## src/hw/rtl/trs_pkg.sv

```systemverilog
// Shared types and constants for the TRS matrix builder.
package trs_pkg;

    // Quaternion fraction bits (Q1.14 by default).
    localparam int QUAT_FRAC_BITS = 14;

    localparam int QUAT_W  = 16;
    localparam int WORD_W  = 32;
    localparam int QPROD_W = 2 * QUAT_W;

    // Rotation entries: |2(ab +/- cd)| reaches 2^32, diagonal carries 2^(2F).
    localparam int ROT_W  = (2 * QUAT_FRAC_BITS + 2 > 34) ? 2 * QUAT_FRAC_BITS + 2 : 34;
    localparam int PROD_W = ROT_W + WORD_W;
    localparam int SH_W   = PROD_W - 2 * QUAT_FRAC_BITS;

    localparam logic signed [ROT_W-1:0] ROT_ONE =
        {{(ROT_W-1){1'b0}}, 1'b1} << (2 * QUAT_FRAC_BITS);

    // Queue between front and back.
    localparam int FIFO_DEPTH = 2;
    localparam int FIFO_PTR_W = (FIFO_DEPTH > 1) ? $clog2(FIFO_DEPTH) : 1;
    localparam int FIFO_CNT_W = $clog2(FIFO_DEPTH + 1);

    // Transactions the block can hold: two front stages, queue, two back stages.
    localparam int PIPE_CAP   = 4 + FIFO_DEPTH;
    localparam int PIPE_CNT_W = $clog2(PIPE_CAP + 1);

    typedef logic signed [QUAT_W-1:0] quat_t;
    typedef logic signed [WORD_W-1:0] word_t;
    typedef logic signed [ROT_W-1:0]  rot_t;
    typedef logic signed [PROD_W-1:0] prod_t;

    // Input transaction, last field (tx) in the lowest bits.
    typedef struct packed {
        word_t sz;
        word_t sy;
        word_t sx;
        quat_t qw;
        quat_t qz;
        quat_t qy;
        quat_t qx;
        word_t tz;
        word_t ty;
        word_t tx;
    } in_item_t;

    localparam int IN_W = $bits(in_item_t);

    // Output matrix [row][col], row 0 col 0 in the lowest bits.
    typedef word_t [2:0][3:0] out_mat_t;

    localparam int OUT_W = $bits(out_mat_t);

    // Front to back: unscaled rotation entries (row major), scales, translation.
    typedef struct packed {
        rot_t  [8:0] rot;
        word_t [2:0] scale;
        word_t [2:0] trans;
    } rot_item_t;

endpackage

```

## src/hw/rtl/trs_fifo.sv

```systemverilog
// Short queue decoupling the front end from the scaling back end.
module trs_fifo
(
    input  logic                clk,
    input  logic                rst_n,
    input  logic                wr_valid,
    output logic                wr_ready,
    input  trs_pkg::rot_item_t  wr_item,
    output logic                rd_valid,
    input  logic                rd_ready,
    output trs_pkg::rot_item_t  rd_item
);

    trs_pkg::rot_item_t                 mem_reg [trs_pkg::FIFO_DEPTH];
    logic [trs_pkg::FIFO_PTR_W-1:0]     wr_ptr_reg, wr_ptr_next;
    logic [trs_pkg::FIFO_PTR_W-1:0]     rd_ptr_reg, rd_ptr_next;
    logic [trs_pkg::FIFO_CNT_W-1:0]     cnt_reg, cnt_next;
    logic                               do_wr, do_rd;

    assign wr_ready = (cnt_reg != trs_pkg::FIFO_CNT_W'(trs_pkg::FIFO_DEPTH));
    assign rd_valid = (cnt_reg != '0);
    assign do_wr    = wr_valid && wr_ready;
    assign do_rd    = rd_valid && rd_ready;
    assign rd_item  = mem_reg[rd_ptr_reg];

    always_comb
    begin
        wr_ptr_next = wr_ptr_reg;
        rd_ptr_next = rd_ptr_reg;
        cnt_next    = cnt_reg;
        if (do_wr)
        begin
            wr_ptr_next = (wr_ptr_reg == trs_pkg::FIFO_PTR_W'(trs_pkg::FIFO_DEPTH - 1)) ?
                          '0 : wr_ptr_reg + 1'b1;
        end
        if (do_rd)
        begin
            rd_ptr_next = (rd_ptr_reg == trs_pkg::FIFO_PTR_W'(trs_pkg::FIFO_DEPTH - 1)) ?
                          '0 : rd_ptr_reg + 1'b1;
        end
        if (do_wr && !do_rd)
        begin
            cnt_next = cnt_reg + 1'b1;
        end
        else if (do_rd && !do_wr)
        begin
            cnt_next = cnt_reg - 1'b1;
        end
    end

    always_ff @(posedge clk or negedge rst_n)
    begin
        if (!rst_n)
        begin
            wr_ptr_reg <= '0;
            rd_ptr_reg <= '0;
            cnt_reg    <= '0;
        end
        else
        begin
            wr_ptr_reg <= wr_ptr_next;
            rd_ptr_reg <= rd_ptr_next;
            cnt_reg    <= cnt_next;
        end
    end

    always_ff @(posedge clk)
    begin
        if (do_wr)
        begin
            mem_reg[wr_ptr_reg] <= wr_item;
        end
    end

endmodule

```

## config.mk

```make
export PLATFORM = sky130hd
export DESIGN_NAME = trs_fifo
export DESIGN_NICKNAME = d
export VERILOG_FILES = /design/src/hw/rtl/trs_pkg.sv /design/src/hw/rtl/trs_fifo.sv
export SDC_FILE = /design/constraint.sdc
export NUM_CORES = 1
export LEC_CHECK = 0
export ABC_AREA = 1
export BUFFER_PORTS_ARGS = -buffer_cell sky130_fd_sc_hd__buf_2
export CORE_AREA = 8 8 383 385
export CTS_BUF_LIST = sky130_fd_sc_hd__clkbuf_2
export DETAILED_ROUTE_END_ITERATION = 12
export DIE_AREA = 0 0 391 393
export GPL_TIMING_DRIVEN = 0
export PLACE_DENSITY = 0.46
export SYNTH_ARGS = -nofsm -noshare
export SYNTH_HDL_FRONTEND = slang
export SYNTH_SLANG_ARGS = --single-unit
```

## constraint.sdc

```tcl
create_clock -name clk -period 30.2 [get_ports clk]
set_input_delay 6.04 -clock clk [delete_from_list [all_inputs] [get_ports clk]]
set_output_delay 6.04 -clock clk [all_outputs]
set_load 0.01 [all_outputs]
```

==> flow_summary_export.csv, run 1 <==
group,metric,value,unit
placed_design,place_inst,5561,
pwr,peakVddDrop,0.04144,mV
synthesis,synth_area_leaders,"edfxtp_1 (82%), nand2_1 (15%), buf_2 (1.0%), buf_4 (0.47%), buf_6 (0.40%)",
timing,fin_tns_setup,0,ns
cts,clk_pin_slew,0.09,ns
cts,cts_sinks,1000,
timing,slew_violations,0,
synthesis,synth_xor_area_share,0.04809,%
cts,cts_resized,0,
global_routing,grtUsageMet2,27.00,%
timing,max_freq,0.1060,GHz
timing,hold_viol,0,
synthesis,synth_top_family_by_area,"simple AND/OR/NAND/NOR gates",
placed_design,gp_congestion,0.8533,
placed_design,port_buffers,1001,
setup_path,worstPathRequired,24.16,ns
synthesis,synth_nets,3133,
drt,drt_first_pass_iters,4,
synthesis,ys_types,14,
cts,cts-root-buf,"clkbuf_2",
synthesis,synth_simple_gate_area_share,15.56,%
finish,area_growth,29.55,%
floorplanning,coreArea,0.1406,mm2
drt,viasPerCell,4.056,
cts,clk_latency,1.51,ns
floorplanning,ios,1002,
synthesis,ys_warn_count,0,
status,outcome,"completed",
drt,drc,0,
setup_path,ff2ff_path_depth,11,
synthesis,postSynth.asyncResetShare,0.4000,%
global_routing,antenna_found_initial,65,
synthesis,synth_top_area_cell,"edfxtp_1",
synthesis,yosys.area.top_type_share,82.10,%
timing,setup_viol,0,
synthesis,synth-seq-area-share,82.38,%
setup_path,arrival,3.40,ns
synthesis,syn_inst,2630,
finish,fillerInstances,14379,
job,max_cap_viol_count,0,
synthesis,ys_seq_elements,1000,
timing,holdWs,0.5020,ns
floorplanning,dieArea,0.1537,mm2
timing,fin_crit,9.438,ns
floorplanning,num_rows,138,
synthesis,synth_mux_area_share,0,%
cts,cts_tree,"yes",
finish,drive_gt1_share,38.91,%
global_routing,track_usage,15.48,%
min_path,hold_depth,1,
setup_path,crit_type,"flop to primary output",
timing,relSlewSlack,32.91,%
floorplanning,die_h,393,um
pwr,power.density,98.99,mW/mm2
cts,cts_max_level,5,
finish,stdcell_count,6082,
global_routing,busiest_layer,"met2",
synthesis,synthAdderAreaFrac,0.03435,%
synthesis,synth.most_common_cell,"nand2_1",
synthesis,synth_edf_count,996,
drt,vias,24670,
drt,wl,124900,um
synthesis,synth_area_per_cell,13.85,um2
floorplanning,die_width,391,um
synthesis,synth_common_cells,"nand2_1 (1504), edfxtp_1 (996), buf_2 (75), buf_4 (23), buf_6 (13)",
placed_design,dp_hpwl,94200,um
synthesis,mappedNetlistArea,0.03643,mm2
global_routing,grt_pass1_vias,24811,
cts,cts-buffers-inserted,291,
cts,postCtsSetupBuffers,0,
finish,largest_reg_flops,996,
global_routing,use_met1,15.94,%
setup_path,cp_max_fo,10,
setup_path,critical_path.startpoint_type,"flop",
synthesis,synth_compound_area_share,0,%
global_routing,globalRouteOverflowTotal,0,
drt,ant_nets,0,
synthesis,synth_ff_type,"edfxtp_1",
timing,finalCritPeriodShare,31.25,%
cts,clock_path_buffers,4,
floorplanning,start_util,25.92,%
timing,rsz0062_at_grt,"no",
timing,worst_slew_pin_slew,1.004,ns
min_path,worstHoldPathType,"flop to flop",
finish,num-nets-final,4467,
global_routing,grt_max_degree,30,
drt,route.detailed.wl_per_inst,20.53,um
pwr,leakage,20.63,nW
setup_path,end_kind,"primary output",
global_routing,use_met3,7.681,%
cts,hold_buffers,0,
global_routing,grt_pass1_wl,171100,um
timing,worst_clock_skew,0.1598,ns
drt,dr.first_iter.drc_count,1153,
==> stage by stage <==
step / worst slack, ns / utilization [%] / cell area (um2) / power [mW]
after CTS: 20.24 / 33.50 / 47080 / 4.793
after detailed placement: 21.05 / 31.77 / 44650 / 3.806
after global placement: -13.71 / 31.17 / 43800 / 4.258
final: 20.76 / 33.58 / 47190 / 4.672
after global routing: 20.24 / 33.53 / 47130 / 4.992
after floorplan: 2.085 / - / 36430 / 3.115
==> cell type report <==
cell class | count | area [um2] | share of cell area (%)
Sequential cell | 1000 | 30010 | 63.59
Clock buffer | 445 | 2227 | 4.719
Timing Repair Buffer | 1041 | 5841 | 12.38
Antenna cell | 44 | 110.1 | 0.2333
Clock inverter | 32 | 207.7 | 0.4401
Buffer | 111 | 694.4 | 1.471
Multi-Input combinational cell | 1512 | 5714 | 12.11
Tap cell | 1890 | 2365 | 5.011
Inverter | 7 | 26.28 | 0.05567
==> where the power goes <==
group	leakage [nW]	total, mW	switching (mW)	internal (mW)
clock	1.96	0.961	0.553	0.408
sequential	9.32	1.94	0.0574	1.89
combinational	9.35	1.77	1.22	0.544
==> metal layers <==
| metal | part of all wire (%) | vias up |
|---|---|---|
| li1 | - | 11823 |
| met1 | 35 | 11566 |
| met5 | 0.18 | - |
| met4 | 3.0 | 34 |
| met3 | 11 | 272 |
| met2 | 51 | 975 |
==> cell usage in the layout (no fill, tap or decap) <==
master     count
buf_4         23
inv_1          6
bufinv_16      3
buf_6         13
nand2_1     1504
clkbuf_2     445
nand3_1        2
clkinv_2       7
ha_1           1
clkinv_1      18
xnor2_1        1
nand4_1        1
nor2_4         2
diode_2       44
buf_16         4
buf_2       1076
xor2_1         1
edfxtp_1     996
dfrtp_1        4
buf_12        36
inv_2          5
==> final timing paths <==
check                      slack [ns]  startpoint         endpoint
max                             20.76  rd_ptr_reg     rd_item[177]
min                              0.50  cnt_reg[0]       cnt_reg[0]
max reg2reg                     26.74  cnt_reg[0]  mem_reg[1][298]
min reg2reg                      0.50  cnt_reg[0]       cnt_reg[0]
max in group asynchronous       25.59       rst_n       cnt_reg[1]
min in group asynchronous        4.48       rst_n       rd_ptr_reg
==> worst max-delay path, cell delays in order (launching register included) <==
cell	delay, ns
dfrtp_1	0.37
buf_2	0.18
inv_2	0.16
buf_2	0.36
buf_2	0.45
nand2_1	0.09
nand2_1	0.20
buf_2	0.20
==> cells by family (layout without fill, tap and decap cells) <==
kind of cell	count (synthesis)	count (layout)
buffers and inverters	118	1636
AND/OR/NAND/NOR	1509	1509
adder cells (fa/ha/maj)	1	1
XOR/XNOR	2	2
other	0	44
flip-flops	1000	1000
Note: power is estimated with default switching activity, not from simulation.
==> inputs of run 2 (changes only) <==
- CORE_AREA: 8 8 383 385 -> 8 8 387 389
- DIE_AREA: 0 0 391 393 -> 0 0 395 397
- PLACE_DENSITY: 0.46 -> 0.47
- clock period: 30.2 -> 8.67 ns (I/O delays scaled with it)
==> run 2 against run 1 <==
Against the previous run:
- highest routed layer unchanged
- register-to-register slack worse by 22 ns
- critical path depth unchanged
- routed wire length about the same
- count of clock-buffer cells in the layout decreased by 16
- combinational power rose to 3.5 times the previous value
- worst setup slack lost 17 ns
- first-iteration DRC count grew 3.8%
- cell area rose by 0.14%
- clock power grew to 3.4 times the previous value
- utilization fell by 0.80 points
==> flow_summary_export.csv, run 2 (same netlist as run 1, synthesis figures left out) <==
group,metric,value,unit
timing,rsz0062_at_grt,"no",
pwr,seq_power_share,41.6,%
job,max_cap_viol_count,0,
timing,worst_clock_skew,0.2022,ns
finish,final_common_cell,"nand2_1",
cts,clk_latency,1.57,ns
finish,stdcell_count,6108,
finish,layout_common_cells,"nand2_1 (1503), buf_2 (1076), edfxtp_1 (996), clkbuf_2 (429), clkinv_1 (34)",
placed_design,placed_area,0.04476,mm2
setup_path,end_kind,"primary output",
drt,drc,0,
timing,max_freq,0.1884,GHz
global_routing,grt_max_degree,31,
cts,cts-root-buf,"clkbuf_2",
min_path,worstHoldPathType,"input pin to flop",
timing,fin_tns_setup,0,ns
drt,viasPerCell,4.040,
setup_path,cp_max_fo,10,
floorplanning,num_rows,140,
floorplanning,die_h,397,um
finish,register_area,0.03001,mm2
status,outcome,"completed",
finish,num-nets-final,4472,
pwr,clkPwrFrac,20.3,%
placed_design,dp_hpwl,95020,um
floorplanning,start_util,25.27,%
global_routing,grt_pass1_vias,24809,
pwr,switching_share,39.45,%
cts,cts_max_level,5,
timing,hold_viol,0,
placed_design,gp_congestion,0.8158,
cts,postCtsSetupBuffers,0,
finish,fin_area,0.04726,mm2
timing,worst_slew_pin_slew,0.9789,ns
timing,relSlewSlack,34.74,%
setup_path,critical_path.startpoint_type,"flop",
finish,largest_reg_flops,996,
floorplanning,ios,1002,
drt,dr.first_iter.drc_count,1197,
setup_path,worstPathRequired,6.94,ns
setup_path,arrival,3.57,ns
drt,route.detailed.wl_per_inst,20.44,um
cts,cts-buffers-inserted,294,
min_path,hold_depth,1,
setup_path,crit_type,"flop to primary output",
drt,ant_nets,0,
pwr,comb_power_share,38.1,%
timing,setup_viol,0,
pwr,internal_power,9.837,mW
global_routing,globalRouteOverflowTotal,0,
cts,clk_pin_slew,0.11,ns
pwr,power.density,343.8,mW/mm2
timing,slew_violations,0,
placed_design,port_buffers,1001,
finish,final_util,32.78,%
pwr,peakVddDrop,0.1524,mV
cts,cts_sinks,1000,
floorplanning,dieArea,0.1568,mm2
drt,wl,124800,um
pwr,p_sw,6.409,mW
global_routing,grt_pass1_wl,172400,um
finish,fillerInstances,14701,
drt,vias,24674,
cts,clock_path_buffers,4,
global_routing,antenna_found_initial,61,
timing,finalCritPeriodShare,61.22,%
floorplanning,die_width,395,um
setup_path,ff2ff_path_depth,13,
cts,cts_tree,"yes",
pwr,leakage,20.61,nW
drt,drt_first_pass_iters,5,
finish,multi_input_area,0.005731,mm2
cts,cts_resized,0,
finish,area_growth,29.73,%
global_routing,track_usage,15.18,%
placed_design,place_inst,5589,
floorplanning,coreArea,0.1442,mm2
finish,drive_gt1_share,38.57,%
timing,fin_crit,5.308,ns
-- run 2: cell count changes in the layout (fill, tap and decap cells not counted), sizes merged --
| cell | previous run | this run |
|---|---|---|
| buf | 1152 | 1153 |
| bufinv | 3 | 2 |
| clkbuf | 445 | 429 |
| clkinv | 25 | 39 |
| clkinvlp | 0 | 1 |
| diode | 44 | 40 |
| dlygate4sd3 | 0 | 1 |
| inv | 11 | 14 |
-- run 2: area by class of cell --
type	count	share of cell area [%]
flip-flops and latches	1000	63.50
repair buffers	1043	12.50
multi-input cells	1512	12.13
well taps	1917	5.075
clock buffers	429	4.543
plain buffers	111	1.469
clock inverters	49	0.5215
diodes	40	0.2118
inverters	7	0.05560
-- run 2: worst max-delay path, stage by stage, from the launching register on --
cell and delay, ns:
dfrtp_1 0.36, buf_2 0.19, inv_2 0.16, buf_6 0.26
buf_2 0.38, nand2_1 0.09, nand2_1 0.36, buf_2 0.23
-- run 2: final timing paths --
path | startpoint | end | slack (ns)
setup / recovery | rd_ptr_reg | rd_item[43] | 3.36
hold / removal | wr_item[202] | mem_reg[1][202] | 0.34
setup reg to reg | cnt_reg[0] | mem_reg[0][343] | 4.76
hold reg to reg | cnt_reg[0] | cnt_reg[0] | 0.51
max in group asynchronous | rst_n | cnt_reg[1] | 7.81
min in group asynchronous | rst_n | cnt_reg[0] | 0.61
-- run 2: repair_timing --
| item | 4_1_cts | 5_1_grt |
|---|---|---|
| setup endpoints to repair | 0 | 0 |
| endpoints found under the hold margin | 4 | 0 |
| hold buffers | 1 | 0 |
-- run 2: power by group through the flow --
stage,Clock [mW],Combinational (mW),Sequential [mW]
3_3_place_gp,0,6.08,7.48
4_1_cts,3.47,6.42,6.77
2_1_floorplan,0,2.92,7.19
5_1_grt,3.70,6.78,6.86
6_report,3.29,6.19,6.77
3_5_place_dp,0,6.40,6.88
-- run 2: through the flow --
stage | setup slack, ns | hold WS (ns) | power (mW)
after floorplan | -0.9344 | 0.4625 | 10.12
after global placement | -6.502 | 0.4854 | 13.56
after detailed placement | 3.686 | 0.4945 | 13.29
after CTS | 2.768 | 0.02595 | 16.66
after global routing | 2.799 | 0.05370 | 17.34
final | 3.362 | 0.3410 | 16.25
-- run 2: layer usage --
metal	track usage [%]	up-vias	part of all wire (%)	wire length (um)
li1	-	11813	-	-
met3	6.700	250	9.0	11210
met2	26.76	922	51	64220
met1	16.21	11655	37	46150
met4	5.111	34	2.4	3032
met5	0	-	0.17	206
==> inputs of run 3 (changes only) <==
- CORE_AREA: 8 8 387 389 -> 8 8 383 385
- DIE_AREA: 0 0 395 397 -> 0 0 391 393
- PLACE_DENSITY: 0.47 -> 0.46
- clock period: 8.67 -> 5.4 ns (I/O delays scaled with it)
==> run 3 against run 2 <==
Against the previous run:
- register-to-register slack worse by 2.7 ns
- sequential share of layout area down 7.2 points
- worst setup slack worse by 2.8 ns
- largest cell class unchanged
- highest routed layer is now met4
==> flow_summary_export.csv, run 3 (same netlist as run 1, synthesis figures left out) <==
group,metric,value,unit
global_routing,track_usage,15.98,%
global_routing,grt_max_degree,30,
drt,route.detailed.wl_per_inst,19.34,um
pwr,power.total,26.60,mW
drt,viasPerCell,4.053,
drt,wl,128900,um
finish,final_common_cell,"nand2_1",
placed_design,port_buffers,1001,
timing,worst_slew_pin_slew,0.9439,ns
job,max_cap_viol_count,0,
timing,hold_viol,0,
status,outcome,"completed",
timing,rsz0062_at_grt,"no",
pwr,p_sw,10.44,mW
timing,finalCritPeriodShare,89.02,%
drt,drc,0,
finish,num-nets-final,5090,
pwr,peakVddDrop,0.2521,mV
timing,slew_violations,0,
drt,vias,27020,
pwr,comb_power_share,38.9,%
floorplanning,start_util,25.92,%
timing,holdWs,0.3394,ns
drt,ant_nets,0,
pwr,seq_power_share,40.9,%
cts,clk_pin_slew,0.10,ns
cts,clk_latency,1.51,ns
cts,cts-root-buf,"clkbuf_2",
cts,cts-buffers-inserted,292,
pwr,switching_share,39.24,%
floorplanning,num_rows,138,
finish,largest_reg_flops,996,
setup_path,worstPathRequired,4.32,ns
placed_design,gp_congestion,0.8571,
pwr,internal_power,16.16,mW
drt,drt_first_pass_iters,5,
floorplanning,die_width,391,um
global_routing,antenna_found_initial,14,
setup_path,arrival,3.73,ns
cts,cts_max_level,5,
setup_path,cp_max_fo,11,
cts,clock_path_buffers,4,
pwr,leakage,23.16,nW
global_routing,grt_pass1_wl,181400,um
timing,max_freq,0.2080,GHz
pwr,power.density,498.5,mW/mm2
floorplanning,die_h,393,um
setup_path,end_kind,"primary output",
timing,fin_crit,4.807,ns
finish,area_growth,46.45,%
setup_path,critical_path.startpoint_type,"flop",
global_routing,globalRouteOverflowTotal,0,
finish,layout_common_cells,"nand2_1 (1503), buf_2 (1075), edfxtp_1 (996), dlygate4sd3_1 (623), clkbuf_2 (421)",
floorplanning,coreArea,0.1406,mm2
cts,cts_tree,"yes",
floorplanning,dieArea,0.1537,mm2
cts,postCtsSetupBuffers,0,
timing,relSlewSlack,37.07,%
setup_path,crit_type,"flop to primary output",
global_routing,grt_pass1_vias,28081,
placed_design,dp_hpwl,94480,um
timing,setup_viol,0,
cts,cts_sinks,1000,
timing,worst_clock_skew,0.1554,ns
floorplanning,ios,1002,
drt,dr.first_iter.drc_count,1141,
min_path,worstHoldPathType,"input pin to flop",
finish,drive_gt1_share,33.43,%
pwr,clkPwrFrac,20.2,%
## run 3: area by class of cell
cell class	count	area, um2
Multi-Input combinational cell	1512	5731
Fill cell	13914	87200
Buffer	111	696.9
Clock buffer	421	2107
Clock inverter	42	301.5
Timing Repair Buffer	1663	12060
Tap cell	1890	2365
Inverter	7	26.28
Sequential cell	1000	30010
Antenna cell	20	50.05
## run 3: worst max-delay path, cell delays in order (launching register included)
cell	delay [ns]
dfrtp_1	0.33
buf_2	0.20
buf_2	0.35
buf_2	0.56
nand2_1	0.09
nand2_1	0.45
buf_2	0.25
## run 3: metrics by stage
step,instance area [um2],utilization (%),setup TNS [ns],setup slack (ns),instances
floorplan,36460,-,-3532.64,-3.550,2630
global placement,43830,31.19,-8974.95,-9.123,5521
detailed placement,44650,31.77,0,1.474,5560
CTS,53300,37.92,0,0.07081,6646
global route,53330,37.94,0,0.09792,6658
finish,53350,37.96,0,0.5927,6666
## run 3: per-layer routing
layer / global-route usage (%) / up-vias / routed length (um)
met3: 6.379 / 209 / 11830
met1: 17.39 / 12779 / 47830
met4: 6.178 / 0 / 4159
li1: - / 13022 / -
met5: 0 / - / 0
met2: 27.93 / 1010 / 65100
## run 3: power by group through the flow
| stage | registers (mW) | clock network, mW | logic (mW) |
|---|---|---|---|
| after floorplan | 11.6 | 0 | 4.70 |
| after global placement | 11.4 | 0 | 9.30 |
| after detailed placement | 11.1 | 0 | 10.3 |
| after CTS | 10.9 | 5.67 | 10.7 |
| after global routing | 11.0 | 6.06 | 11.3 |
| final | 10.9 | 5.37 | 10.4 |
## run 3: final timing paths
kind,startpoint,end,slack (ns),cells past startpoint
max in group asynchronous,rst_n,wr_ptr_reg,4.56,3
hold / removal,wr_item[197],mem_reg[0][197],0.34,2
setup / recovery,rd_ptr_reg,rd_item[169],0.59,6
hold reg to reg,cnt_reg[1],cnt_reg[1],0.51,2
setup reg to reg,cnt_reg[0],mem_reg[0][314],2.09,10
min in group asynchronous,rst_n,rd_ptr_reg,0.53,3
## run 3: what timing repair did
item,in CTS,in global routing
endpoints found under the hold margin,1043,0
hold buffers,623,0
endpoints found under the setup margin,1,0
resized for setup,1,0
